`src/qpc_pkg.sv`:
```
// ----------------------------------------------------------------------------
// qpc_pkg
// Types and constants shared by the quadrature position counter files.
// ----------------------------------------------------------------------------
package qpc_pkg;

    localparam int CFG_IDX_W  = 2;
    localparam int CFG_DATA_W = 41;
    localparam int DIST_W     = 32;
    localparam int COUNT_W    = 9;
    localparam int SUM_W      = DIST_W + 2;

    typedef enum logic [1:0] {
        CMD_SAMPLE = 2'd0,
        CMD_ZERO   = 2'd1,
        CMD_SET    = 2'd2,
        CMD_READ   = 2'd3
    } t_cmd;

    typedef logic signed [2:0] t_move;

    localparam t_move MOVE_NEG2 = -3'sd2;
    localparam t_move MOVE_NEG1 = -3'sd1;
    localparam t_move MOVE_ZERO = 3'sd0;
    localparam t_move MOVE_POS1 = 3'sd1;
    localparam t_move MOVE_DBL  = 3'sd2;

    // indexed by {old AB phase, new AB phase}
    localparam t_move MOVE_TABLE [16] = '{
        MOVE_ZERO, MOVE_NEG1, MOVE_POS1, MOVE_DBL,
        MOVE_POS1, MOVE_ZERO, MOVE_DBL,  MOVE_NEG1,
        MOVE_NEG1, MOVE_DBL,  MOVE_ZERO, MOVE_POS1,
        MOVE_DBL,  MOVE_POS1, MOVE_NEG1, MOVE_ZERO
    };

    typedef struct packed {
        logic                     enable;
        logic [7:0]               debounce;
        logic signed [DIST_W-1:0] step;
    } t_setup;

    typedef struct packed {
        logic signed [DIST_W-1:0] distance;
        logic [1:0]               phase;
        logic [2:0]               prev;
        logic [COUNT_W-1:0]       count;
        logic                     neg;
    } t_chan_state;

    typedef struct packed {
        t_cmd                     command;
        logic [1:0]               channel;
        logic                     pin_a;
        logic                     pin_b;
        logic                     pin_z;
        logic signed [DIST_W-1:0] new_distance;
    } t_in_item;

    typedef struct packed {
        logic [1:0]               channel_out;
        logic signed [DIST_W-1:0] distance_out;
        logic                     enabled_out;
    } t_out_item;

endpackage

```
`src/qpc_in_if.sv`:
```
// ----------------------------------------------------------------------------
// qpc_in_if
// Command channel: valid/ready handshake with one command word.
// ----------------------------------------------------------------------------
interface qpc_in_if;
    logic              valid;
    logic              ready;
    logic [1:0]        command;
    logic [1:0]        channel;
    logic              pin_a;
    logic              pin_b;
    logic              pin_z;
    logic signed [31:0] new_distance;

    modport source (
        output valid, command, channel, pin_a, pin_b, pin_z, new_distance,
        input  ready
    );

    modport sink (
        input  valid, command, channel, pin_a, pin_b, pin_z, new_distance,
        output ready
    );
endinterface

```
`src/qpc_out_if.sv`:
```
// ----------------------------------------------------------------------------
// qpc_out_if
// Result channel: valid/ready handshake with one result word.
// ----------------------------------------------------------------------------
interface qpc_out_if;
    logic              valid;
    logic              ready;
    logic [1:0]        channel_out;
    logic signed [31:0] distance_out;
    logic              enabled_out;

    modport source (
        output valid, channel_out, distance_out, enabled_out,
        input  ready
    );

    modport sink (
        input  valid, channel_out, distance_out, enabled_out,
        output ready
    );
endinterface

```
`src/qpc_update.sv`:
```
// ----------------------------------------------------------------------------
// qpc_update
// Next-state logic for one channel: debounce, phase decode, scaled
// saturating accumulate, index clear, zero/set/read commands.
// ----------------------------------------------------------------------------
module qpc_update (
    input  qpc_pkg::t_in_item    i_item,
    input  logic                 i_in_range,
    input  qpc_pkg::t_setup      i_setup,
    input  qpc_pkg::t_chan_state i_state,
    output qpc_pkg::t_chan_state o_state,
    output qpc_pkg::t_out_item   o_result
);
    import qpc_pkg::*;

    localparam logic signed [SUM_W-1:0] SAT_MAX = SUM_W'(64'sd2147483647);
    localparam logic signed [SUM_W-1:0] SAT_MIN = -SUM_W'(64'sd2147483648);

    logic [2:0]               phase;
    logic [COUNT_W-1:0]       limit;
    logic [COUNT_W-1:0]       count_n;
    logic                     step_ok;
    t_move                    move_raw;
    t_move                    move;
    logic signed [SUM_W-1:0]  step_x;
    logic signed [SUM_W-1:0]  prod;
    logic signed [SUM_W-1:0]  sum;
    logic signed [DIST_W-1:0] sat;
    t_chan_state              smp;

    always_comb begin
        phase   = {i_item.pin_z, i_item.pin_b, i_item.pin_a};
        limit   = {1'b0, i_setup.debounce};

        // saturating count of identical samples
        if (i_state.prev == phase) begin
            count_n = (i_state.count <= limit) ? COUNT_W'(i_state.count + 1'b1)
                                               : i_state.count;
        end else begin
            count_n = '0;
        end
        step_ok = (count_n == limit);

        move_raw = MOVE_TABLE[{i_state.phase, phase[1:0]}];
        move     = (move_raw == MOVE_DBL && i_state.neg) ? MOVE_NEG2 : move_raw;

        step_x = SUM_W'(i_setup.step);
        case (move)
            MOVE_POS1: prod = step_x;
            MOVE_NEG1: prod = -step_x;
            MOVE_DBL:  prod = step_x <<< 1;
            MOVE_NEG2: prod = -(step_x <<< 1);
            default:   prod = '0;
        endcase

        sum = SUM_W'(i_state.distance) + prod;
        if (sum > SAT_MAX) begin
            sat = DIST_W'(SAT_MAX);
        end else if (sum < SAT_MIN) begin
            sat = DIST_W'(SAT_MIN);
        end else begin
            sat = DIST_W'(sum);
        end

        smp       = i_state;
        smp.count = count_n;
        smp.prev  = phase;
        if (step_ok) begin
            smp.phase    = phase[1:0];
            smp.neg      = move[2];
            smp.distance = phase[2] ? '0 : sat;
        end

        o_state = i_state;
        case (i_item.command)
            CMD_SAMPLE: begin
                if (i_setup.enable) begin
                    o_state = smp;
                end
            end
            CMD_ZERO: o_state.distance = '0;
            CMD_SET:  o_state.distance = i_item.new_distance;
            CMD_READ: o_state = i_state;
            default:  o_state = i_state;
        endcase

        o_result.channel_out  = i_item.channel;
        o_result.distance_out = i_in_range ? o_state.distance : '0;
        o_result.enabled_out  = i_in_range & i_setup.enable;
    end

endmodule

```
`src/quadrature_position_counter_unit.sv`:
```
// ----------------------------------------------------------------------------
// quadrature_position_counter_unit
// Multi-channel quadrature decoder with index input and per-channel setup.
//
//   port      dir   handshake     word
//   i_in      in    valid/ready   command, channel, pins, new_distance
//   o_out     out   valid/ready   channel_out, distance_out, enabled_out
//   i_cfg_*   in    write enable  channel setup, index = channel
//
// one command per clock while the result register is not stalled
// command register feeds the update logic, whose result lands in the result
// register in the same clock as the channel state write
// a stalled result register holds the command register; i_in.ready drops
// only while both are full
// synchronous active-low reset clears setup, channel state and valid flags
// ----------------------------------------------------------------------------
module quadrature_position_counter_unit #(
    parameter int CHANNELS = 4
) (
    input  logic                          i_clk,
    input  logic                          i_rst_n,
    input  logic                          i_cfg_we,
    input  logic [qpc_pkg::CFG_IDX_W-1:0]  i_cfg_idx,
    input  logic [qpc_pkg::CFG_DATA_W-1:0] i_cfg_data,
    qpc_in_if.sink                        i_in,
    qpc_out_if.source                     o_out
);
    import qpc_pkg::*;

    localparam int              CH_W     = (CHANNELS > 1) ? $clog2(CHANNELS) : 1;
    localparam logic [2:0]      CH_LIMIT = 3'(CHANNELS);

    t_setup      r_setup [CHANNELS];
    t_chan_state r_state [CHANNELS];
    logic        r_in_valid;
    t_in_item    r_in;
    logic        r_out_valid;
    t_out_item   r_out;

    logic        advance;
    logic        in_range;
    logic [CH_W-1:0] ch;
    t_setup      cur_setup;
    t_chan_state cur_state;
    t_chan_state n_state;
    t_out_item   n_out;

    assign advance     = r_in_valid && (!r_out_valid || o_out.ready);
    assign i_in.ready  = !r_in_valid || advance;
    assign in_range    = ({1'b0, r_in.channel} < CH_LIMIT);
    assign ch          = r_in.channel[CH_W-1:0];
    assign cur_setup   = in_range ? r_setup[ch] : '0;
    assign cur_state   = in_range ? r_state[ch] : '0;

    qpc_update u_update (
        .i_item     (r_in),
        .i_in_range (in_range),
        .i_setup    (cur_setup),
        .i_state    (cur_state),
        .o_state    (n_state),
        .o_result   (n_out)
    );

    always_ff @(posedge i_clk) begin
        if (!i_rst_n) begin
            r_in_valid  <= 1'b0;
            r_out_valid <= 1'b0;
            for (int i = 0; i < CHANNELS; i++) begin
                r_setup[i] <= '0;
                r_state[i] <= '0;
            end
        end else begin
            if (i_cfg_we) begin
                for (int i = 0; i < CHANNELS; i++) begin
                    if (i_cfg_idx == CFG_IDX_W'(i)) begin
                        r_setup[i] <= i_cfg_data;
                    end
                end
            end

            if (i_in.ready) begin
                r_in_valid <= i_in.valid;
            end

            if (advance) begin
                r_out_valid <= 1'b1;
                if (in_range) begin
                    r_state[ch] <= n_state;
                end
            end else if (o_out.ready) begin
                r_out_valid <= 1'b0;
            end
        end
    end

    // payload registers
    always_ff @(posedge i_clk) begin
        if (i_in.ready && i_in.valid) begin
            r_in.command      <= t_cmd'(i_in.command);
            r_in.channel      <= i_in.channel;
            r_in.pin_a        <= i_in.pin_a;
            r_in.pin_b        <= i_in.pin_b;
            r_in.pin_z        <= i_in.pin_z;
            r_in.new_distance <= i_in.new_distance;
        end
        if (advance) begin
            r_out <= n_out;
        end
    end

    assign o_out.valid        = r_out_valid;
    assign o_out.channel_out  = r_out.channel_out;
    assign o_out.distance_out = r_out.distance_out;
    assign o_out.enabled_out  = r_out.enabled_out;

endmodule
```
`src/flat_wrapper.sv`:
```
// flat-port wrapper written by rule: the top's interface ports become plain ports
module quadrature_position_counter_unit_flat import qpc_pkg::*;
#(
    parameter int CHANNELS = 4
)
  (i_clk, i_rst_n, i_cfg_we, i_cfg_idx, i_cfg_data, i_in_valid, i_in_command, i_in_channel, i_in_pin_a, i_in_pin_b, i_in_pin_z, i_in_new_distance, i_in_ready, o_out_valid, o_out_channel_out, o_out_distance_out, o_out_enabled_out, o_out_ready);
  qpc_in_if i_in_i ();
  qpc_out_if o_out_i ();
  input  logic i_clk;
  input  logic i_rst_n;
  input  logic i_cfg_we;
  input  logic [qpc_pkg::CFG_IDX_W-1:0] i_cfg_idx;
  input  logic [qpc_pkg::CFG_DATA_W-1:0] i_cfg_data;
  input wire logic [$bits(i_in_i.valid)-1:0] i_in_valid;
  input wire logic [$bits(i_in_i.command)-1:0] i_in_command;
  input wire logic [$bits(i_in_i.channel)-1:0] i_in_channel;
  input wire logic [$bits(i_in_i.pin_a)-1:0] i_in_pin_a;
  input wire logic [$bits(i_in_i.pin_b)-1:0] i_in_pin_b;
  input wire logic [$bits(i_in_i.pin_z)-1:0] i_in_pin_z;
  input wire logic [$bits(i_in_i.new_distance)-1:0] i_in_new_distance;
  output wire logic [$bits(i_in_i.ready)-1:0] i_in_ready;
  output wire logic [$bits(o_out_i.valid)-1:0] o_out_valid;
  output wire logic [$bits(o_out_i.channel_out)-1:0] o_out_channel_out;
  output wire logic [$bits(o_out_i.distance_out)-1:0] o_out_distance_out;
  output wire logic [$bits(o_out_i.enabled_out)-1:0] o_out_enabled_out;
  input wire logic [$bits(o_out_i.ready)-1:0] o_out_ready;
  assign i_in_i.valid = i_in_valid;
  assign i_in_i.command = i_in_command;
  assign i_in_i.channel = i_in_channel;
  assign i_in_i.pin_a = i_in_pin_a;
  assign i_in_i.pin_b = i_in_pin_b;
  assign i_in_i.pin_z = i_in_pin_z;
  assign i_in_i.new_distance = i_in_new_distance;
  assign i_in_ready = i_in_i.ready;
  assign o_out_valid = o_out_i.valid;
  assign o_out_channel_out = o_out_i.channel_out;
  assign o_out_distance_out = o_out_i.distance_out;
  assign o_out_enabled_out = o_out_i.enabled_out;
  assign o_out_i.ready = o_out_ready;
  quadrature_position_counter_unit #(.CHANNELS(CHANNELS)) u_core (.i_clk(i_clk), .i_rst_n(i_rst_n), .i_cfg_we(i_cfg_we), .i_cfg_idx(i_cfg_idx), .i_cfg_data(i_cfg_data), .i_in(i_in_i), .o_out(o_out_i));
endmodule
```
`config.mk`:
```
export PLATFORM = sky130hd
export DESIGN_NAME = quadrature_position_counter_unit_flat
export DESIGN_NICKNAME = d
export VERILOG_FILES = /design/src/qpc_pkg.sv /design/src/qpc_in_if.sv /design/src/qpc_out_if.sv /design/src/qpc_update.sv /design/src/quadrature_position_counter_unit.sv /design/src/flat_wrapper.sv
export SDC_FILE = /design/constraint.sdc
export NUM_CORES = 1
export LEC_CHECK = 0
export ABC_AREA = 1
export BUFFER_PORTS_ARGS = -buffer_cell sky130_fd_sc_hd__buf_2
export CORE_ASPECT_RATIO = 1.5
export CORE_MARGIN = 3
export CORE_UTILIZATION = 55
export CTS_CLUSTER_SIZE = 10
export DETAILED_ROUTE_END_ITERATION = 16
export GPL_TIMING_DRIVEN = 0
export HOLD_SLACK_MARGIN = 0.05
export PLACE_DENSITY = 0.79
export SLEW_MARGIN = 10
export SYNTH_ARGS = -nofsm -noshare
export SYNTH_HDL_FRONTEND = slang
export SYNTH_HIERARCHICAL = 1
export SYNTH_SLANG_ARGS = --single-unit
```
`constraint.sdc`:
```
create_clock -name i_clk -period 5.6 [get_ports i_clk]
set_clock_uncertainty 0.15 [all_clocks]
set_input_delay 0.56 -clock i_clk [delete_from_list [all_inputs] [get_ports i_clk]]
set_output_delay 0.56 -clock i_clk [all_outputs]
set_load 0.01 [all_outputs]
```
* Word-level counts from Yosys, hierarchy flattened *
Memories as Yosys holds them, arrays and structs flattened. A register that Yosys moved wholly into a read port is not among the register bits.
Cells that the tools add are included.

word-level totals
  register bits after elaboration = 76
  bits in writable memories = 352
  ROM bits = 48
  bits of input ports = 87
  output and inout bits = 37
  word-level logic and storage cells = 96
  memories = 3

memory list
  memory            depth  width  read ports  clocked after memory_dff  wr ports  RTL line                                source
  u_core.r_state    4      47     1           1                         4         quadrature_position_counter_unit.sv:34  t_chan_state r_state [CHANNELS];
  u_core.r_setup    4      41     1           1                         4         quadrature_position_counter_unit.sv:33  t_setup r_setup [CHANNELS];
  (name not given)  16     3      1           0                         0         qpc_update.sv:44                        move_raw = MOVE_TABLE[{i_state.phase, phase[1:0]}];

cells by class
  add/subtract/negate cells = 4
  magnitude comparators = 4
  equality and inequality tests = 13
  multiplexer cells = 45
  bitwise operators = 5
  reduce and logical (&&, ||, !) cells = 11

operators by type and width
  cell                                                             number
  two-way mux 41 bit                                               4
  one-hot mux 34 bit (4 select lines)                              1
  one-hot mux 32 bit (4 select lines)                              1
  two-way mux 32 bit                                               3
  two-way mux 47 bit                                               2
  OR reduction 47 bit                                              1
  adder 32 x 34 -> 34 bit                                          1
  greater-than comparator 34 x 32 -> 1 bit, second input constant  1
  < comparator 34 x 32 -> 1 bit, second input constant             1
  two-way mux 34 bit                                               1
  negation 32 -> 34 bit                                            1
  negation 33 -> 34 bit                                            1
  two-way mux 1 bit                                                24
  two-way mux 9 bit                                                2
  two-way mux 15 bit                                               1
  adder 9 x 1 -> 9 bit, second input constant                      1
  == test 3 bit, second input constant                             3
  == test 9 x 8 -> 1 bit                                           1
  less-or-equal comparator 9 x 8 -> 1 bit                          1
  two-way mux 3 bit                                                3
  == test 2 bit, second input constant                             4
  two-way mux 2 bit                                                3
  >= comparator 5 bit, second input constant                       1
  NOT 4 -> 5 bit                                                   1
  other kinds (10)                                                 19

* Depth between registers and ports, before layout *
  depth in word-level cells = 18
  mapped depth = 42
  depth with buffers taken out = 36

* Modules after synthesis *
Netlist, hierarchy kept.

modules (own cells, without submodules)
  module                            instances  cells each  area an instance (um^2)  sequential area each (um^2)
  quadrature_position_counter_unit  1          1462        17620.6                  12872.3
  qpc_update                        1          1274        6413.7                   0.0

* Worst setup path before layout *
Ideal clock, no wire load.

  path kind = flip-flop to flip-flop
  from = reg with a tool-made name
  to = mem u_core/r_state[1][29] (netlist bit), data pin
  setup time = 270 ps
  data arrival time = 4663 ps
  required time = 5180 ps
  slack = 517 ps
  stages on the path, launching flop included = 38
  path buffers = 4
  period minus slack after synthesis = 5083 ps
  path through = dfxtp_1 -> buf_4 -> inv_2 -> buf_6 -> buf_2 -> nor2_1 -> o22ai_1 -> inv_1 -> ha_1 -> nand4_1 -> nor2_1 -> nand2_1 -> nor2_1 -> nand3_1 -> nor2_1 -> nand3_1 -> nor2_1 -> a21oi_1 -> [2 not listed] -> nand2_1 -> nor3_1 -> nand2_1 -> nor4_1 -> nand2_1 -> nand3_1 -> nand2_1 -> nand2_1 -> nand3_2 -> buf_2 -> nand2_1 -> nand2_1 -> nand3_1 -> nand3_1 -> nand2_1 -> inv_1 -> inv_1 -> nor3_1

RTL lines
  what              RTL line
  end: declaration  quadrature_position_counter_unit.sv:34

==> impl_metrics.csv <==
group,metric,value,unit
sta,finalSetupViolCount,152,
detailed_routing,route.final.wire_length,85800,um
hold_path,hold_class,"in -> reg",
final_layout,layoutNonFillerInstCount,3707,
placement,place.detailed.hpwl,56200,um
detailed_routing,detail_route.drc_violations,0,
synthesis,async_flop_share,0,%
sta,post-route-period-util,104,%
grt,grt_start_max_net_pins,48,
die,dieWidth,177,um
power,static-leakage-power,12.5,nW
die,initial_core_util,55.8,%
grt,global_route_wire_length_before_repair,121000,um
clock_tree,numCtsBuffers,50,
synthesis,yosysMostFrequentCell,"sky130_fd_sc_hd__nor2_1",
power,power-per-cell-area,363,mW/mm2
synthesis,synth_top_cell_area_share,53.2,%
critical_path,path_max_fanout,8,
sta,max_freq,172,MHz
run_status,failing_checks,"setup timing",
clock_tree,cts_tree,"done",
die,die_area,0.0463,mm2
synthesis,netlist_instances,2736,
clock_tree,cts.sinks,430,
grt,grt_util_all_layers,34.1,%
critical_path,reg2reg_slack,-210,ps
synthesis,synth_top_cells_by_area,"sky130_fd_sc_hd__edfxtp_1 (53%), sky130_fd_sc_hd__nor2_1 (8.5%), sky130_fd_sc_hd__nand2_1 (6.1%)",
die,die_height,262,um
grt,overflow,0,
sta,grt_setup_unrepaired,"true",
critical_path,worst-endpoint-required,5870,ps
synthesis,synth_ff_type,"sky130_fd_sc_hd__edfxtp_1",
placement,count_of_port_buffers_added_during_placement,122,
placement,gpl.final_weighted_congestion,1.03,
synthesis,synth_warnings,6,
synthesis,post_synth_most_frequent_cells,"sky130_fd_sc_hd__nor2_1 (545), sky130_fd_sc_hd__edfxtp_1 (426), sky130_fd_sc_hd__nand2_1 (389)",
final_layout,syn_to_final_growth,30.6,%
detailed_routing,vias_per_cell,6.25,
clock_tree,clk_pin_slew,60,ps
clock_tree,clock_tree.buffer_depth,3,
power,total_power,0.0114,W
sta,final_slew_violations,0,
critical_path,critical_path.endpoint_type,"flop",
die,core_region_area,0.0431,mm2
detailed_routing,avgRoutedWirePerCell,23.1,um
synthesis,syn_avg_cell_area,8.78,um2
synthesis,synth.yosys.seq_area_share,53.6,%
detailed_routing,detail-route-antenna-nets,0,
detailed_routing,drt_pass1_iterations,8,
detailed_routing,routed-via-count,23200,
critical_path,crit_path_start_kind,"flop",
clock_tree,h_tree_lvls,2,
critical_path,biggest_cell_delay_along_the_critical_path,390,ps
critical_path,worst_ep_arrival,6080,ps
synthesis,synth_edf_count,426,
critical_path,critPathSlowestCell,"sky130_fd_sc_hd__a221o_1",
final_layout,final_layout_size_suffix_gt1_share,30.5,%
run,drv_cap,0,
clock_tree,clkLatencyLatePin,590,ps
final_layout,regArea,0.0129,mm2
clock_tree,cts_root_buf,"sky130_fd_sc_hd__clkbuf_16",
final_layout,num-nets-final,3241,
synthesis,syn-cell-area,0.0240,mm2
sta,finalSetupTns,-14670,ps
final_layout,layout.filler_cells,2971,
synthesis,synth_cell_types,53,
critical_path,startpoint_to_endpoint_class_of_the_critical_path,"reg -> reg",
sta,final_hold_viol_count,0,
grt,first_global_vias,21900,
die,ios,124,
detailed_routing,drt_iter0_drc,3020,
sta,timing.max_slew.rel_slack,28.4,%
final_layout,postLayoutCoreUtil,72.9,%
final_layout,multiInputGateArea,0.0118,mm2
critical_path,cp_common_cell,"sky130_fd_sc_hd__nand2_2",
grt,grt_antenna_before_repair,2,
synthesis,ffs_latches_synth,430,
sta,final_critical_path_time_including_i_o_delays_and_setup,5810,ps
synthesis,synth.largest_area_cell,"sky130_fd_sc_hd__edfxtp_1",
sta,timing_worst_slew_pin_value,1070,ps
die,std_cell_rows,93,
placement,dp.cells,3438,
sta,postLayoutSetupSlackWorst,-209,ps
power,irDropWorstVdd,0.304,mV
run_status,outcome,"finished, violations left",
-- stage by stage --
stage          cell area (um2)  hold slack, ps  setup slack [ps]
4_1_cts                  29000             109              1.55
3_3_place_gp             25400             361             -2280
2_1_floorplan            24000             344               517
3_5_place_dp             25600             380             -1850
5_1_grt                  31400             151              -310
6_report                 31400             136              -209
-- final cells by class --
type / instances / area share [%]
Buffer: 163 / 3.23
Timing Repair Buffer: 317 / 7.89
Antenna cell: 1 / 0.00797
Tap cell: 570 / 2.27
Clock buffer: 74 / 4.27
Multi-Input combinational cell: 1891 / 37.6
Clock inverter: 8 / 0.323
Sequential cell: 430 / 41.0
Inverter: 253 / 3.34
-- worst max-delay path, delay by kind of cell (launching register included) --
kind            cells  cell delay [ps]
xor+xnor            1              160
buf+inv            11             1340
fa+ha+maj           1              330
simple gates       23             2570
compound gates      3              650
flops               1              380
-- kinds of logic after synthesis --
kind of cell / share of synthesized area (%)
AOI/OAI and AO/OA: 10.2
xor gates and xnor gates: 2.30
adders and majority gates: 2.53
buffers and inverters: 7.20
DFF: 53.6
other: 0.0156
and+or+nand+nor: 24.2
-- per-layer routing --
layer | global-route usage (%) | wire, um | vias to the layer above
li1 | - | - | 10100
met1 | 38.6 | 27600 | 10800
met2 | 60.0 | 42500 | 1678
met3 | 4.73 | 7890 | 526
met4 | 22.6 | 7810 | 2
met5 | 0 | 7 | -
-- placed cells by master, fill, tap and decap left out, types with 52 or more instances in the layout --
master / Yosys / final
sky130_fd_sc_hd__nor2_1: 545 / 491
sky130_fd_sc_hd__edfxtp_1: 426 / 426
sky130_fd_sc_hd__nand2_1: 389 / 280
sky130_fd_sc_hd__nand3_1: 230 / 176
sky130_fd_sc_hd__inv_1: 242 / 173
sky130_fd_sc_hd__buf_2: 53 / 170
sky130_fd_sc_hd__o21ai_0: 198 / 165
sky130_fd_sc_hd__buf_4: 12 / 134
sky130_fd_sc_hd__nand2_2: 0 / 91
sky130_fd_sc_hd__clkbuf_1: 84 / 86
sky130_fd_sc_hd__nor3_2: 25 / 81
sky130_fd_sc_hd__o22ai_1: 95 / 72
sky130_fd_sc_hd__nor3_1: 127 / 67
sky130_fd_sc_hd__clkbuf_16: 0 / 52
-- sequential cells by signal, indices dropped and copies added, names as in the netlist, named ones only --
| register | count |
|---|---|
| u_core/r_in_valid | 1 |
| u_core/r_setup | 164 |
| u_core/r_state | 188 |
| u_core/o_out.channel_out | 2 |
| u_core/o_out.valid | 1 |
| u_core/ch | 2 |
| u_core/r_in | 37 |
| u_core/o_out.distance_out | 32 |
| u_core/o_out.enabled_out | 1 |
-- what timing repair did --
action,in CTS,in global routing
hold buffers,39,0
setup endpoints to repair,160,160
pin swaps,72,155
setup buffers,71,66
endpoints found under the hold margin,40,0
cloned,7,2
gates resized for setup,298,452
-- worst paths after layout --
check | endpoint | cells after the start | start
setup / recovery | u_core/r_state[2][43] | 39 | flop
hold / removal | u_core/r_in_valid | 3 | i_in_valid
setup reg to reg | u_core/r_state[2][43] | 39 | flop
hold reg to reg | u_core/o_out.valid | 2 | u_core/r_in_valid
-- power breakdown --
part	internal [W]	leakage [nW]	total (W)	switching [W]
Clock	0.00169	0.685	0.00295	0.00125
Sequential	0.00375	4.31	0.00382	0.0000686
Combinational	0.00175	7.49	0.00462	0.00287
Total	0.00719	12.5	0.0114	0.00419
Power figures use the tool's default switching activity.
